File: config.mk
export PLATFORM = sky130hd
export DESIGN_NAME = smeu_stack_row
export DESIGN_NICKNAME = d
export VERILOG_FILES = /design/src/rtl/core/stack_machine_execute_unit_top_defines.svh /design/src/rtl/core/smeu_pkg.sv /design/src/rtl/core/smeu_cell.sv /design/src/rtl/core/smeu_stack_row.sv
export SDC_FILE = /design/constraint.sdc
export NUM_CORES = 2
export LEC_CHECK = 0
export BUFFER_PORTS_ARGS = -buffer_cell sky130_fd_sc_hd__buf_4
export CELL_PAD_IN_SITES_DETAIL_PLACEMENT = 1
export CELL_PAD_IN_SITES_GLOBAL_PLACEMENT = 1
export CORE_UTILIZATION = 45
export CTS_CLUSTER_SIZE = 24
export DETAILED_ROUTE_END_ITERATION = 12
export GPL_ROUTABILITY_DRIVEN = 0
export PLACE_DENSITY_LB_ADDON = 0.1
export REMOVE_ABC_BUFFERS = 1
export SLEW_MARGIN = 0
export SYNTH_ARGS = -nofsm -noshare
export SYNTH_HDL_FRONTEND = slang
export SYNTH_SLANG_ARGS = --single-unit
File: constraint.sdc
create_clock -name clk -period 51.2 [get_ports clk]
set_clock_uncertainty 0.1 [all_clocks]
set_input_delay 5.12 -clock clk [delete_from_list [all_inputs] [get_ports clk]]
set_output_delay 5.12 -clock clk [all_outputs]
set_load 0.01 [all_outputs]
File: src/rtl/core/stack_machine_execute_unit_top_defines.svh
// Assertion macros for the stack machine execute unit.
// Included by the RTL files that carry assertions; depends on nothing else.
`ifndef STACK_MACHINE_EXECUTE_UNIT_TOP_DEFINES_SVH
`define STACK_MACHINE_EXECUTE_UNIT_TOP_DEFINES_SVH
`ifndef SYNTH
`define SMEU_ASSERT_IMPLY(label, clk, rst_n, ante, cons, msg) \
	label: assert property (@(posedge clk) disable iff (!rst_n) (ante) |-> (cons)) \
		else $error(msg);
`define SMEU_ASSERT_NEXT(label, clk, rst_n, ante, cons, msg) \
	label: assert property (@(posedge clk) disable iff (!rst_n) (ante) |=> (cons)) \
		else $error(msg);
`define SMEU_ASSERT_ALWAYS(label, clk, rst_n, expr, msg) \
	label: assert property (@(posedge clk) disable iff (!rst_n) (expr)) \
		else $error(msg);
`else
`define SMEU_ASSERT_IMPLY(label, clk, rst_n, ante, cons, msg)
`define SMEU_ASSERT_NEXT(label, clk, rst_n, ante, cons, msg)
`define SMEU_ASSERT_ALWAYS(label, clk, rst_n, expr, msg)
`endif
`endif

File: src/rtl/core/smeu_pkg.sv
// Shared constants, opcodes and types of the stack machine execute unit.
// Used by the interfaces, the stack cells, the stack row and the top level.
`timescale 1ns / 1ps
`default_nettype none
package smeu_pkg;
	localparam int WORD_W   = 32;
	localparam int ACTION_W = 4;
	localparam int PC_W     = 8;
	localparam int DEPTH_W  = 7;
	localparam int STATUS_W = 2;
	localparam int LEN_W    = 8;

	localparam int STACK_DEPTH_DEF = 64;
	localparam int PROGRAM_DEPTH   = 128;

	localparam logic [PC_W-1:0] PC_MAX = {PC_W{1'b1}};
	localparam logic [LEN_W-1:0] LEN_CLAMP =
		(PROGRAM_DEPTH > 255) ? LEN_W'(255) : LEN_W'(PROGRAM_DEPTH);

	localparam logic [ACTION_W-1:0] OP_PUSH  = 4'd0;
	localparam logic [ACTION_W-1:0] OP_POP   = 4'd1;
	localparam logic [ACTION_W-1:0] OP_ADD   = 4'd2;
	localparam logic [ACTION_W-1:0] OP_ADDI  = 4'd3;
	localparam logic [ACTION_W-1:0] OP_MUL   = 4'd4;
	localparam logic [ACTION_W-1:0] OP_JUMP  = 4'd5;
	localparam logic [ACTION_W-1:0] OP_SWAP  = 4'd6;
	localparam logic [ACTION_W-1:0] OP_BEQZ  = 4'd7;
	localparam logic [ACTION_W-1:0] OP_LOAD  = 4'd8;
	localparam logic [ACTION_W-1:0] OP_STORE = 4'd9;
	localparam logic [ACTION_W-1:0] OP_DUP   = 4'd10;

	localparam logic [STATUS_W-1:0] ST_OK    = 2'd0;
	localparam logic [STATUS_W-1:0] ST_UNDER = 2'd1;
	localparam logic [STATUS_W-1:0] ST_OVER  = 2'd2;
	localparam logic [STATUS_W-1:0] ST_BADJ  = 2'd3;

	typedef enum logic [1:0] {
		CM_HOLD,
		CM_FROM_UP,
		CM_FROM_DN
	} cell_mode_t;

	typedef struct packed {
		logic push;
		logic pop;
		logic swap;
		logic write_top;
	} stack_ctl_t;
endpackage
`default_nettype wire

File: src/rtl/core/smeu_cell.sv
// One stack cell: holds a word and loads it from its shallower or deeper neighbor.
// Depends on smeu_pkg.
`timescale 1ns / 1ps
`default_nettype none
module smeu_cell (
	input  wire                          clk,
	input  smeu_pkg::cell_mode_t         mode,
	input  wire [smeu_pkg::WORD_W-1:0]   up_d,
	input  wire [smeu_pkg::WORD_W-1:0]   dn_d,
	output logic [smeu_pkg::WORD_W-1:0]  word_q
);
	import smeu_pkg::*;

	always_ff @(posedge clk) begin
		unique case (mode)
			CM_FROM_UP: word_q <= up_d;
			CM_FROM_DN: word_q <= dn_d;
			default:    word_q <= word_q;
		endcase
	end
endmodule
`default_nettype wire

File: src/rtl/core/smeu_stack_row.sv
// Operand stack as a row of cells with the top of stack in cell zero.
// Depends on smeu_pkg and smeu_cell.
`timescale 1ns / 1ps
`default_nettype none
module smeu_stack_row #(
	parameter int STACK_DEPTH = smeu_pkg::STACK_DEPTH_DEF
) (
	input  wire                          clk,
	input  smeu_pkg::stack_ctl_t         ctl,
	input  wire [smeu_pkg::WORD_W-1:0]   new_top,
	output logic [smeu_pkg::WORD_W-1:0]  top_word,
	output logic [smeu_pkg::WORD_W-1:0]  second_word
);
	import smeu_pkg::*;

	logic [WORD_W-1:0] cell_word [STACK_DEPTH];
	cell_mode_t        cell_mode [STACK_DEPTH];

	for (genvar i = 0; i < STACK_DEPTH; i++) begin : g_cell
		logic [WORD_W-1:0] up_w;
		logic [WORD_W-1:0] dn_w;

		if (i == 0) begin : g_top
			assign up_w = new_top;
			always_comb begin
				priority if (ctl.write_top) cell_mode[i] = CM_FROM_UP;
				else if (ctl.pop || ctl.swap) cell_mode[i] = CM_FROM_DN;
				else cell_mode[i] = CM_HOLD;
			end
		end else begin : g_lower
			assign up_w = cell_word[i-1];
			always_comb begin
				priority if (ctl.push || (ctl.swap && i == 1)) cell_mode[i] = CM_FROM_UP;
				else if (ctl.pop) cell_mode[i] = CM_FROM_DN;
				else cell_mode[i] = CM_HOLD;
			end
		end

		if (i == STACK_DEPTH - 1) begin : g_last
			assign dn_w = '0;
		end else begin : g_inner
			assign dn_w = cell_word[i+1];
		end

		smeu_cell u_cell (
			.clk    (clk),
			.mode   (cell_mode[i]),
			.up_d   (up_w),
			.dn_d   (dn_w),
			.word_q (cell_word[i])
		);
	end

	assign top_word    = cell_word[0];
	assign second_word = cell_word[1];
endmodule
`default_nettype wire

== After elaboration in Yosys (flattened, before gate mapping) ==
Cells that the tools add are included.
Operators by class
  reduce and logical (&&, ||, !) cells: 5
  muxes and demuxes: 69
  equal/unequal tests: 6
Operators by type and width (count)
  case mux 32 bit (2 select lines): 64
  2-to-1 mux 2 bit: 5
  equality test 2 x 1 -> 1 bit (second input constant): 3
  equality test 2 bit (second input constant): 3
  nonzero test 2 bit: 3
  logical OR 1 bit: 2
Storage, ports and cells
  logic and storage cells: 144
  register bits: 2048
  output and inout port bits: 64

== Longest topological paths before layout ==
  word-level depth: 5
  gate-level depth with buffers: 6

== By module ==
A second synthesis with hierarchy kept.
Second synthesis, totals
  cells, all modules: 4549
  area, all modules: 97652.4 µm²
By module, submodules not included
  smeu_cell: seq. area each 960.9 µm², area an instance 1525.2 µm², times used 64, cells each 71
  smeu_stack_row: seq. area each 0.0 µm², area an instance 38.8 µm², times used 1, cells each 5

== Worst setup path after synthesis ==
OpenSTA, ideal clock, no wires.
  path kind: input-to-reg
  start point: in ctl[2] (netlist bit)
  end point: reg g_cell[10].u_cell.word_q[0] (netlist bit), enable pin
  data required time: 49.536 ns
  data arrival time: 28.607 ns
  slack: 20.929 ns
  stages: 1
  cell sequence: or2_2
On the way
  longest elaborated chain between the ends: 4
Ends and longest elaborated chain
  start, declared: RTL line smeu_stack_row.sv:9  | input smeu_pkg::stack_ctl_t ctl,
  2-to-1 mux 2 bit (*): RTL line smeu_stack_row.sv:34  | else if (ctl.pop) cell_mode[i] = CM_FROM_DN;
  2-to-1 mux 2 bit (*): RTL line smeu_stack_row.sv:33  | priority if (ctl.push || (ctl.swap && i == 1)) cell_mode[i] = CM_FROM_UP;
  equality test 2 x 1 -> 1 bit or equality test 2 bit (tied branches): RTL line smeu_cell.sv:15  | unique case (mode)
  nonzero test 2 bit (no source line) (*)
  end signal, assigned: RTL line smeu_cell.sv:16  | CM_FROM_UP: word_q <= up_d;
  end signal, assigned: RTL line smeu_cell.sv:17  | CM_FROM_DN: word_q <= dn_d;
  end signal, assigned: RTL line smeu_cell.sv:18  | default: word_q <= word_q;
  end, declared: RTL line smeu_cell.sv:10  | output logic [smeu_pkg::WORD_W-1:0] word_q
Mark *: on every way between the ends. The rest lies on a longest branch, timed or not.
A chain may end at the register's enable or synchronous reset.

== Worst setup path in the final report ==
  start point: in ctl[3] (netlist bit)
  end point: reg g_cell[19].u_cell.word_q[21] (netlist bit), data pin
On the way
  longest elaborated chain between the ends: 3
Ends and longest elaborated chain (RTL line)
  2-to-1 mux 2 bit (*): smeu_stack_row.sv:33
  equality test 2 bit or equality test 2 x 1 -> 1 bit (tied branches): smeu_cell.sv:15
  case mux 32 bit (2 select lines) (*): smeu_cell.sv:15
  end signal, assigned: smeu_cell.sv:16
  end signal, assigned: smeu_cell.sv:17
  end signal, assigned: smeu_cell.sv:18
  end, declared: smeu_cell.sv:10
Marks and branches as above.

==> results_dict.tcl <==
set metrics [dict create \
    outcome "complete, no violations" \
    synthCells 4329 \
    cts_resized 0 \
    final_area_sq_um 95300 \
    synth-compound-area-share_pct 0.00865 \
    grt_pass1_vias 39321 \
    cp.arrival_ns 10.12 \
    synth_area_sq_um 86800 \
    die_w_um 441 \
    hold_ws_ns 0.433 \
    antenna_found_initial 5 \
    max_slew_margin_pct 24.3 \
    drv_slew 0 \
    design.die.area_sq_um 195000 \
    cap_violations 0 \
    via_per_inst 5.16 \
    synth_area_leaders "edfxtp_1 71%, mux2_2 24%, buf_6 2.6%, mux2_1 2.3%, and2_1 0.23%" \
    start_util_pct 45.5 \
    period_needed_ns 9.67 \
    clock_sink_count 2048 \
    hold_viol 0 \
    area_growth_pct 9.78 \
    synth-xor-area-share_pct 0 \
    portBuffers 100 \
    largest_reg_flops 2048 \
    routed_wirelength_um 126000 \
    cp-end-kind "flip-flop" \
    hp-class "flip-flop to flip-flop" \
    dr.first_iter.drc_count 2425 \
    synthSimpleGateAreaFrac_pct 0.274 \
    fin_tns_setup_ns 0 \
    grt_pass1_wl_um 209000 \
    grt_remaining_overflow 0 \
    gr-usage-all-layers_pct 13.0 \
    wl_per_cell_um 17.6 \
    cts_setup_buffers 0 \
    synth_fa_ha_area_share_pct 0 \
    place_inst 6756 \
    yosysWarnings 0 \
    ys_seq_area_share_pct 70.8 \
    worst_slew_pin_slew_ns 1.14 \
    rsz0062_at_grt "false" \
    cts_tree "yes" \
    synth_top_area_share_pct 70.8 \
    critPathSlowestCell "buf_4" \
    synth_top_family_by_area "multiplexers" \
    postSynthAreaPerCell_sq_um 20.1 \
    synth.mux.area_fraction_pct 26.1 \
    crit_path_start_kind "input pin" \
    finalSetupViolCount 0 \
    drc 0 \
    detail-route-antenna-nets 0 \
    dp_hpwl_um 68200 \
    firstDrtPassIters 4 \
    rows 160 \
    vdd_drop_max_uv 34.4 \
    vias 36944 \
    nNetsFinal 4501 \
    largestRegisters "g_cell.u_cell.word_q x2048" \
    cts_hold_buf 0 \
    grt_max_degree 196 \
    cp.required_ns 51.65 \
    die_h_um 441 \
    num_io_pins 101 \
    cp_cell_sequence "buf_4 > nand2b_4 > buf_4 > buf_4 > buf_4 > buf_4 > mux2_2" \
    leakage_uw 0.0334 \
    cts_buffers 217 \
    crit_top_cell "buf_4" \
    placed_cell_area_sq_um 88800 \
    instances_no_fill 7156 \
    p_per_area_nw_per_um2 44.6 \
    fillers 17150 \
    cts_buffer_depth 3 \
    cpPeakStageDelay_ns 0.99 \
    clock.fmax_mhz 103 \
    top_register "g_cell.u_cell.word_q" \
    clk_latency_ns 0.83 \
    yosysTopAreaCell "edfxtp_1" \
    core_area_sq_um 191000 \
    path_class "input pin to flip-flop" \
    final.period_utilization_pct 18.9 \
    htree_levels 4 \
    synth_seq_cells 2048 \
    ys_types 12 \
    cp_max_fo 94 \
    drive_gt1_share_pct 48.6 \
    worst-r2r-setup-slack_ns 50.04 \
    cts_root_buf "clkbuf_16" \
    cts.clk_slew.worst_paths_ns 0.06 \
]
[worst paths after layout]
check                               startpoint                      endpoint  cells after the start
setup / recovery                        ctl[3]  g_cell[19].u_cell.word_q[21]                      7
hold / removal    g_cell[63].u_cell.word_q[22]  g_cell[62].u_cell.word_q[22]                      1
setup reg to reg   g_cell[1].u_cell.word_q[25]   g_cell[2].u_cell.word_q[25]                      1
hold reg to reg   g_cell[63].u_cell.word_q[22]  g_cell[62].u_cell.word_q[22]                      1
[cell families after synthesis]
group                  count (synthesis)
buffers and inverters                227
AOI/OAI and AO/OA                      1
and+or+nand+nor                       37
DFF                                 2048
muxes                               2016
[synthesized netlist by cell type]
master    count
and2_1       32
mux2_2     1835
mux2_1      181
nor3b_2       1
buf_2        24
o21bai_1      1
nand2b_1      1
clkbuf_1      3
buf_6       200
or3_1         2
edfxtp_1   2048
or2_2         1
[layout make-up]
| class | count | area, sq um | area share, % |
|---|---|---|---|
| diodes | 3 | 7.51 | 0.00788 |
| clock inverters | 118 | 754 | 0.792 |
| flip-flops and latches | 2048 | 61500 | 64.5 |
| repair buffers | 143 | 1190 | 1.24 |
| well taps | 2511 | 3140 | 3.30 |
| clock buffers | 279 | 5750 | 6.03 |
| multi-input cells | 2054 | 23000 | 24.1 |
[per-layer routing]
layer  track usage (%)  up-vias  wire length, um
met1              18.7    18875            61000
li1                  -    17498                -
met4              4.28        0             3070
met3              2.60      219             4050
met2              19.7      352            58100
met5                 0        -                0
[power by group]
part | leakage, uW | switching [uW] | internal, uW
clock | 0.00319 | 630 | 825
combinational | 0.00918 | 142 | 257
sequential | 0.0210 | 148 | 2250
[placed cells by master (no fill, tap or decap)]
master      instances
clkbuf_16         221
or2_4               1
edfxtp_1         2048
inv_16              1
clkinvlp_4          1
buf_4             134
bufinv_16           8
or3_4               2
clkbuf_1           58
and2_1             32
clkinv_1           67
mux2_1            181
nand2b_4            1
inv_6               8
o21bai_4            1
buf_12              9
clkinv_2           33
nor3b_4             1
mux2_2           1835
diode_2             3
[worst max-delay path: cells and delay by family]
| kind | cells | cell delay (ns) |
|---|---|---|
| and+or+nand+nor | 1 | 0.81 |
| buffers and inverters | 5 | 3.56 |
| muxes | 1 | 0.42 |
[stage by stage]
stage          worst slack, ns  utilization (%)  total power (uW)
3_3_place_gp             40.64             46.5              2810
2_1_floorplan            -6.22                -              3150
4_1_cts                  41.52             49.9              4330
6_report                 41.53             49.9              4250
3_5_place_dp             40.64             46.5              2840
5_1_grt                  41.15             49.9              4450
Power figures use the tool's default switching activity.
